===== config.mk =====
export PLATFORM = sky130hd
export DESIGN_NAME = two_class_priority_queue
export DESIGN_NICKNAME = d
export VERILOG_FILES = /design/src/sv/tcpq_pkg.sv /design/src/sv/tcpq_cell.sv /design/src/sv/two_class_priority_queue.sv
export SDC_FILE = /design/constraint.sdc
export NUM_CORES = 1
export LEC_CHECK = 0
export BUFFER_PORTS_ARGS = -buffer_cell sky130_fd_sc_hd__buf_2
export CAP_MARGIN = 20
export CORE_ASPECT_RATIO = 0.5
export CORE_UTILIZATION = 55
export DETAILED_ROUTE_END_ITERATION = 8
export PLACE_DENSITY = 0.75
export SYNTH_ARGS = -nofsm -noshare
export SYNTH_HDL_FRONTEND = slang
export SYNTH_SLANG_ARGS = --single-unit

===== constraint.sdc =====
create_clock -name clock -period 3.15 [get_ports clock]
set_input_delay 0.1575 -clock clock [delete_from_list [all_inputs] [get_ports clock]]
set_output_delay 0.1575 -clock clock [all_outputs]
set_load 0.01 [all_outputs]

===== src/sv/tcpq_pkg.sv =====
// ----------------------------------------------------------------------------
// tcpq_pkg: shared types and constants for the two-class priority queue
// Item formats, mode codes, cell control group and default sizes.
// ----------------------------------------------------------------------------
package tcpq_pkg;

   localparam int DEPTH_DEF   = 16;
   localparam int ID_BITS_DEF = 16;

   typedef enum logic [1:0] {
      MODE_PRIO = 2'd0,
      MODE_TAIL = 2'd1,
      MODE_DEQ  = 2'd2,
      MODE_NONE = 2'd3
   } mode_type;

   typedef struct packed {
      logic [1:0]  mode;
      logic [15:0] client_id;
      logic        priority_flag;
   } req_type;

   typedef struct packed {
      logic [15:0] out_client_id;
      logic        out_valid;
      logic        was_empty;
      logic        dropped_full;
      logic [4:0]  occupancy;
   } rsp_type;

   // control broadcast to every cell
   typedef struct packed {
      logic ins;       // insert an entry this cycle
      logic deq;       // remove the head this cycle
      logic prio_ins;  // insert after the leading priority run
   } ctl_type;

endpackage


===== src/sv/tcpq_cell.sv =====
// ----------------------------------------------------------------------------
// tcpq_cell: one queue slot
// Holds one entry and takes a new value from itself, the new item, the
// cell before it (insert shift) or the cell after it (dequeue shift).
// ----------------------------------------------------------------------------
module tcpq_cell #(
   parameter int ID_BITS = tcpq_pkg::ID_BITS_DEF
) (
   input  logic                 clock,
   input  tcpq_pkg::ctl_type    ctl,
   input  logic                 occ,        // slot lies below the count
   input  logic                 pre_in,     // every earlier slot is kept
   output logic                 pre_out,
   input  logic [ID_BITS-1:0]   new_id,
   input  logic                 new_prio,
   input  logic [ID_BITS-1:0]   prev_id,
   input  logic                 prev_prio,
   input  logic [ID_BITS-1:0]   next_id,
   input  logic                 next_prio,
   output logic [ID_BITS-1:0]   id,
   output logic                 prio
);

   logic [ID_BITS-1:0] id_ff, id_in;
   logic               prio_ff, prio_in;
   logic               keep;

   // a kept slot stays in front of the insert point
   assign keep    = occ & (ctl.prio_ins ? prio_ff : 1'b1);
   assign pre_out = pre_in & keep;

   always_comb begin
      id_in   = id_ff;
      prio_in = prio_ff;
      if (ctl.ins) begin
         if (pre_in && !keep) begin
            id_in   = new_id;
            prio_in = new_prio;
         end else if (!pre_in) begin
            id_in   = prev_id;
            prio_in = prev_prio;
         end
      end else if (ctl.deq) begin
         id_in   = next_id;
         prio_in = next_prio;
      end
   end

   always_ff @(posedge clock) begin
      id_ff   <= id_in;
      prio_ff <= prio_in;
   end

   assign id   = id_ff;
   assign prio = prio_ff;

endmodule


===== src/sv/two_class_priority_queue.sv =====
// ----------------------------------------------------------------------------
// two_class_priority_queue: bounded queue of client ids with two classes
// A row of DEPTH slot cells, head in cell 0, shifted in place by each insert or dequeue.
// ----------------------------------------------------------------------------
// Result: the result of an item is registered and shows on rsp_strobe in the cycle after start.
// Throughput: one item per cycle; busy stays low, every slot cell moves in
//   the same cycle, so the insert-point ripple along the row sets the clock.
// Reset: synchronous, clears the entry count and the result strobe; slot
//   contents are not cleared and are only read below the count.
// Results cannot be stalled: each is shown for exactly one cycle.
module two_class_priority_queue #(
   parameter int DEPTH   = tcpq_pkg::DEPTH_DEF,
   parameter int ID_BITS = tcpq_pkg::ID_BITS_DEF
) (
   input  logic              clock,
   input  logic              reset,
   input  logic              start,
   output logic              busy,
   input  tcpq_pkg::req_type req_item,
   output logic              rsp_strobe,
   output tcpq_pkg::rsp_type rsp_item
);

   localparam int CNT_W = $clog2(DEPTH + 1);

   // entry count, the only state that reset touches besides the strobe
   logic [CNT_W-1:0] count_ff, count_in;

   logic              rsp_strobe_ff, rsp_strobe_in;
   tcpq_pkg::rsp_type rsp_ff, rsp_in;

   logic              accept;
   logic              is_enq, is_deq;
   logic              full, empty;
   tcpq_pkg::ctl_type ctl;
   logic [ID_BITS-1:0] new_id;

   // per-slot wiring along the row
   logic [ID_BITS-1:0] cell_id   [DEPTH];
   logic               cell_prio [DEPTH];
   logic [DEPTH:0]     pre;     // pre[i]: all slots before i stay in front

   // The queue completes each item at the clock edge that takes it, so it never holds off start.
   assign busy   = 1'b0;
   assign accept = start & ~busy;

   assign full  = (count_ff == CNT_W'(DEPTH));
   assign empty = (count_ff == '0);

   assign is_enq = (req_item.mode == tcpq_pkg::MODE_PRIO) ||
                   (req_item.mode == tcpq_pkg::MODE_TAIL);
   assign is_deq = (req_item.mode == tcpq_pkg::MODE_DEQ);

   // A priority-mode insert of a priority entry goes after the leading
   // priority run; every other insert goes behind the last held entry.
   assign ctl.ins      = accept & is_enq & ~full;
   assign ctl.deq      = accept & is_deq & ~empty;
   assign ctl.prio_ins = (req_item.mode == tcpq_pkg::MODE_PRIO) &
                         req_item.priority_flag;

   // id is cut or zero-extended to the stored width
   assign new_id = ID_BITS'(req_item.client_id);

   assign pre[0] = 1'b1;

   // row of slot cells; cell 0 is the head
   for (genvar i = 0; i < DEPTH; i++) begin : g_cell
      localparam int PREV = (i == 0) ? 0 : i - 1;
      localparam int NEXT = (i == DEPTH - 1) ? i : i + 1;
      logic occ;

      assign occ = (CNT_W'(i) < count_ff);

      tcpq_cell #(
         .ID_BITS (ID_BITS)
      ) u_cell (
         .clock     (clock),
         .ctl       (ctl),
         .occ       (occ),
         .pre_in    (pre[i]),
         .pre_out   (pre[i+1]),
         .new_id    (new_id),
         .new_prio  (req_item.priority_flag),
         .prev_id   (cell_id[PREV]),
         .prev_prio (cell_prio[PREV]),
         .next_id   (cell_id[NEXT]),
         .next_prio (cell_prio[NEXT]),
         .id        (cell_id[i]),
         .prio      (cell_prio[i])
      );
   end

   always_comb begin
      count_in = count_ff;
      if (ctl.ins) begin
         count_in = count_ff + CNT_W'(1);
      end else if (ctl.deq) begin
         count_in = count_ff - CNT_W'(1);
      end
   end

   // result of the item taken this cycle
   always_comb begin
      rsp_in               = '0;
      rsp_in.occupancy     = 5'(count_in);
      rsp_in.dropped_full  = is_enq & full;
      rsp_in.was_empty     = is_deq & empty;
      rsp_in.out_valid     = ctl.deq;
      if (ctl.deq) begin
         rsp_in.out_client_id = 16'(cell_id[0]);
      end
   end

   assign rsp_strobe_in = accept;

   always_ff @(posedge clock) begin
      if (reset) begin
         count_ff      <= '0;
         rsp_strobe_ff <= 1'b0;
      end else begin
         count_ff      <= count_in;
         rsp_strobe_ff <= rsp_strobe_in;
      end
   end

   always_ff @(posedge clock) begin
      rsp_ff <= rsp_in;
   end

   assign rsp_strobe = rsp_strobe_ff;
   assign rsp_item   = rsp_ff;

endmodule


# Word-level counts from Yosys, hierarchy flattened

Index checks and enable logic that the tools add are counted.
W data, S select, Z words.

$add $sub $neg: 2
Multiply operators: 0
Divide/modulo/power cells: 0
Order comparisons: 16
Eq/ne operators: 19
Shift operators: 0
Multiplexer cells: 140
Bitwise logic cells: 39
Reduce and logical (&&, ||, !) cells: 50

Operators with widths:

| kind                  | number |
|---|---|
| $mux W16              | 61 |
| $mux W1               | 77 |
| $ne A3 B3 Y1 const B  | 14 |
| $lt A4 B5 Y1 const A  | 8 |
| $and A1 B1 Y1         | 37 |
| $reduce_and A2 Y1     | 16 |
| $lt A3 B5 Y1 const A  | 4 |
| $logic_and A1 B1 Y1   | 15 |
| $logic_not A1 Y1      | 15 |
| $lt A1 B5 Y1 const A  | 2 |
| $lt A2 B5 Y1 const A  | 2 |
| $mux W5               | 2 |
| $add A5 B1 Y5 const B | 1 |
| $eq A5 B5 Y1 const B  | 1 |
| $logic_not A5 Y1      | 1 |
| $sub A5 B1 Y5 const B | 1 |
| $ne A2 B2 Y1 const B  | 2 |
| $eq A2 B1 Y1 const B  | 1 |
| $eq A2 B2 Y1 const B  | 1 |
| $logic_not A2 Y1      | 1 |
| $not A1 Y1            | 2 |
| $reduce_bool A2 Y1    | 1 |
| $logic_or A1 B1 Y1    | 1 |

Flip-flop bits (word level): 302
Bits in latches: 0
RAM bits: 0
Memory bits (read-only): 0
Input port bits: 22
Output and inout bits: 26
Word-level logic and storage cells: 305
Memories kept: 0

# Depth between registers and ports, before layout

Word-level depth: 21
Mapped depth: 11
Gate-level depth less buffers: 8

# Cells and area by module

From an unflattened synthesis, not the netlist that was laid out.

Cell total of the unflattened synthesis: 1180
Area total of the unflattened synthesis: 15648.8 um2

By module, submodules not included:

| module                   | times used | cells an instance | area an instance (um2) | sequential area each (um2) |
|---|---|---|---|---|
| tcpq_cell                | 16         | 66                | 899.6                  | 510.5 |
| two_class_priority_queue | 1          | 124               | 1255.0                 | 600.6 |

# Least setup slack after synthesis

OpenSTA, ideal clock, no wires.

Path type: in2reg
Start point: in req_item[18] in the netlist's numbering
End point: reg g_cell[9].u_cell.id_ff[0], enable pin
Library setup time: 0.415 ns
Data arrival time: 2.875 ns
Required time: 2.735 ns
Setup slack: -0.139 ns
Stages: 9
Path buffers: 5
Cells stage by stage: buf_6 -> or3b_1 -> buf_6 -> buf_6 -> a41oi_1 -> nor4_1 -> clkbuf_1 -> clkbuf_1 -> o21ai_0

Word-level cells in the longest chain between the ends: 15
Elaborated cells on any way between the ends: 42
Classes of those cells: eq/ne: 3; mux: 10; bitwise: 23; reduce/logical: 6

RTL lines:

| item                                   | RTL line                                                       | source |
|---|---|---|
| start, declared                        | two_class_priority_queue.sv:19                                 | `input tcpq_pkg::req_type req_item,` |
| $logic_not A2 Y1                       | two_class_priority_queue.sv:50, two_class_priority_queue.sv:58 |  |
| $and A1 B1 Y1                          | two_class_priority_queue.sv:58                                 | `assign ctl.prio_ins = (req_item.mode == tcpq_pkg::MODE_PRIO) &` |
| $mux W1                                | tcpq_cell.sv:29                                                | `assign keep = occ & (ctl.prio_ins ? prio_ff : 1'b1);` |
| $and A1 B1 Y1                          | tcpq_cell.sv:29                                                |  |
| $and A1 B1 Y1 (8 in series)            | tcpq_cell.sv:30                                                | `assign pre_out = pre_in & keep;` |
| $logic_and A1 B1 Y1                    | tcpq_cell.sv:36                                                | `if (pre_in && !keep) begin` |
| $ne A3 B3 Y1 (no source line)          | --                                                             |  |
| $reduce_and A2 Y1 (no source line) (*) | --                                                             |  |
| end signal, assigned                   | tcpq_cell.sv:50                                                | `id_ff <= id_in;` |
| end, declared                          | tcpq_cell.sv:24                                                | `logic [ID_BITS-1:0] id_ff, id_in;` |

Mark *: on every way between the ends. The rest lies on a longest branch, timed or not.
A chain may end at the register's enable or synchronous reset.

# Worst setup path in the final report

Start point: in req_item[17] in the netlist's numbering
End point: reg g_cell[9].u_cell.id_ff[15] (data pin)

Word-level cells in the longest chain between the ends: 15
Elaborated cells on any way between the ends: 38
Classes of those cells: eq/ne: 1; mux: 12; bitwise: 21; reduce/logical: 4

RTL lines:

| item                                 | RTL line                                                       | source |
|---|---|---|
| $logic_not A2 Y1                     | two_class_priority_queue.sv:50, two_class_priority_queue.sv:58 |  |
| $and A1 B1 Y1                        | two_class_priority_queue.sv:58                                 |  |
| $mux W1                              | tcpq_cell.sv:29                                                |  |
| $and A1 B1 Y1                        | tcpq_cell.sv:29                                                |  |
| $and A1 B1 Y1 (8 in series)          | tcpq_cell.sv:30                                                |  |
| $logic_and A1 B1 Y1                  | tcpq_cell.sv:36                                                |  |
| $mux W16                             | tcpq_cell.sv:36                                                |  |
| $mux W16 (*)                         | tcpq_cell.sv:35                                                | `if (ctl.ins) begin` |
| named net g_cell[9].u_cell.id_in[15] | tcpq_cell.sv:24                                                |  |

Mark *: on every way through the listed nets, which the timed path passes. The rest lies on a longest branch.

==> impl_metrics.csv <==
group,metric,value,unit
floorplanning,dieArea,27610,um2
timing,period_needed,2.778,ns
routing,dr.pass1.iters,9,
yosys,netlist_area,14800,um2
timing,fin_tns_setup,0,ns
run_status,violations,"design-rule violations",
timing,worst_slew_pin_slew,0.8723,ns
global_route,grt_overflow_total,0,
yosys,synth_cell_types,66,
cells_and_area,fill_cells,1976,
floorplanning,start_util,0.5598,
floorplanning,fp-row-count,42,
timing,final_min_period_over_clock_period,0.8820,
routing,detail_route.wl_per_cell,21.99,um
placed_design,portBuffers,46,
routing,num_vias,11023,
timing,rsz0062_at_grt,"false",
clock_tree,cts_root_buffer,"clkbuf_16",
cells_and_area,area_growth_syn_to_layout,10.56,%
timing,finClkSkew,0.01792,ns
yosys,syn-instance-count,1290,
clock_tree,holdBufCountCts,4,
power,peakVddDrop,0.0004246,V
yosys,ys_warn_count,0,
critical_path,critPathCaptureType,"flop",
routing,via_per_inst,6.581,
global_route,antenna_found_initial,0,
floorplanning,ios,48,
run_status,outcome,"complete, but fails checks",
routing,wl_met3,5065,um
routing,topRoutingLayerUsed,"met4",
run,maxCapViolations,0,
clock_tree,post_cts_resize_count,0,
routing,drc,3,
yosys,synth_seq_area_share,0.5925,
clock_tree,clock_latency,0.56,ns
critical_path,crit_path_max_incr_delay,0.65,ns
clock_tree,clockBufferDepth,3,
routing,met2_wirelength,14540,um
power,powerDensity,596.5,nW/um2
yosys,synth_nets,1316,
timing,hold_viol,0,
power,power_leakage,5.876,nW
placed_design,dp_slack,0.2995,ns
routing,wl,36830,um
placed_design,gp_congestion,0.8784,
floorplanning,core,26430,um2
cells_and_area,nets,1327,
clock_tree,cts.sinks,302,
clock_tree,numCtsBuffers,28,
floorplanning,die_w,234.0,um
critical_path,worstSetupPathType,"input pin to flop",
clock_tree,clk_pin_slew,0.06,ns
global_route,grt_max_degree,88,
yosys,synth-edff-count,272,
global_route,grtUsageTotal,0.2670,
critical_path,worst-path-buf-inv,3,
routing,m1WireLength,16860,um
critical_path,cp_slowest_cell,"or3b_1",
placed_design,post-dp-hpwl,26200,um
clock_tree,post_cts_buffers,0,
critical_path,path_delay_family,"simple AND/OR/NAND/NOR gates",
floorplanning,die_h,118.0,um
critical_path,path_max_fanout,17,
critical_path,cp_cell_sequence,"dlygate4sd3_1, buf_2, or3b_1, buf_4, a41oi_1, or4b_1, nor2_1, a221o_1",
worst_hold_path,hold_path_class,"input pin to flop",
clock_tree,cts_tree,"built",
yosys,synth_seq_cells,302,
cells_and_area,diodes,0,
global_route,grt_pass1_wl,57040,um
yosys,synth-main-ff-cell,"edfxtp_1",
timing,finalMaxSlewViolations,0,
timing,maxSlewHeadroom,0.4163,
timing,fmax,359.9,MHz
yosys,avgSynthCellArea,11.47,um2
timing,setup_slack,0.3716,ns
critical_path,setup.worst_path.start_class,"input pin",
critical_path,required,3.44,ns
global_route,grt_pass1_vias,9827,
routing,first_iter_violations,1652,
critical_path,cp.arrival,3.07,ns
timing,finalSetupViolations,0,
routing,ant_nets,0,
cells_and_area,layout-drive-gt1-share,0.1413,
yosys,async_reset_ff_frac,0,
clock_tree,htree_levels,1,
==> final cells by class <==
type                       count  area, um2  area share
clock inverter                 9      96.34    0.005889
multi-input combinational    852       5464      0.3340
clock buffer                  43      819.5     0.05009
inverter                       7      26.28    0.001606
timing repair buffer         110      745.7     0.04558
tap                          352      440.4     0.02692
sequential                   302       8768      0.5359
==> registers in the layout (all words and copies together), names as in the netlist <==
name and flops:
count_ff 5, g_cell.u_cell.id 256, g_cell.u_cell.prio 16, rsp_item 24, rsp_strobe 1
==> path summary, 6_finish.rpt <==
path / startpoint / to / slack (ns) / cells past startpoint
setup / recovery: req_item[17] / g_cell[9].u_cell.id[15] / 0.37 / 8
hold / removal: req_item[12] / g_cell[13].u_cell.id[11] / 0.09 / 3
setup reg to reg: count_ff[1] / g_cell[3].u_cell.id[14] / 0.47 / 8
hold reg to reg: g_cell[0].u_cell.id[5] / rsp_item[13] / 0.48 / 1
==> worst min-delay path, delay by kind of cell <==
kind / cells / cell delay [ns]
buffers and inverters: 1 / 0.23
AND/OR/NAND/NOR: 1 / 0.07
AO/OA/AOI/OAI: 1 / 0.07
==> Yosys cell counts, types with 22 or more instances <==
library cell  count  area [um2]
clkbuf_1         91       341.6
nand2_1         148       555.5
o211ai_1         22       165.2
a221o_1         135        1351
dfxtp_1          30       600.6
nor2_1          181       679.4
a31oi_1          27       168.9
edfxtp_1        272        8168
a21oi_1          42       210.2
and2_1           25       156.4
o21ai_0          79       395.4
mux2i_1          65       650.6
==> cell usage in the layout (no fill, tap or decap), drive strengths merged, types with 30 or more instances in the layout <==
cell type	count
nor2	181
nand2	148
edfxtp	272
a221o	135
a21oi	43
mux2i	65
dfxtp	30
o21ai	79
buf	105
clkbuf	44
==> layer usage <==
| metal | track usage | vias up |
|---|---|---|
| met4 | 0.03531 | 0 |
| li1 | - | 4959 |
| met1 | 0.4475 | 5319 |
| met3 | 0.06226 | 36 |
| met5 | 0 | - |
| met2 | 0.3510 | 709 |
==> per-stage QoR <==
step	instance area [um2]	util	total power [mW]	instances	hold slack, ns
2_1_floorplan	14800	-	5.946	1290	0.2291
3_3_place_gp	15380	0.5819	6.290	1616	0.4115
3_5_place_dp	15380	0.5819	6.360	1616	0.4106
4_1_cts	16340	0.6181	9.748	1672	0.06441
5_1_grt	16360	0.6190	10.08	1675	0.1265
6_report	16360	0.6190	9.760	1675	0.09023
==> cells by family (layout without fill, tap and decap cells) <==
kind of cell | Yosys count | in the layout | share of synthesized area
other | 1 | 1 | 0.0002534
adder cells (fa/ha/maj) | 4 | 4 | 0.003382
flip-flops | 302 | 302 | 0.5925
AND/OR/NAND/NOR | 423 | 423 | 0.1270
AO/OA/AOI/OAI | 338 | 338 | 0.1748
multiplexers | 82 | 82 | 0.05690
XOR/XNOR | 4 | 4 | 0.002368
buffers and inverters | 136 | 169 | 0.04278
==> power breakdown <==
part           switching, mW  internal (mW)  total (mW)  leakage, nW
Combinational          0.744          0.493        1.24         2.61
Clock                   1.48           1.96        3.44        0.448
Sequential             0.239           4.84        5.08         2.81
Total                   2.47           7.29        9.76         5.88
(Power assumes the default switching activity.)
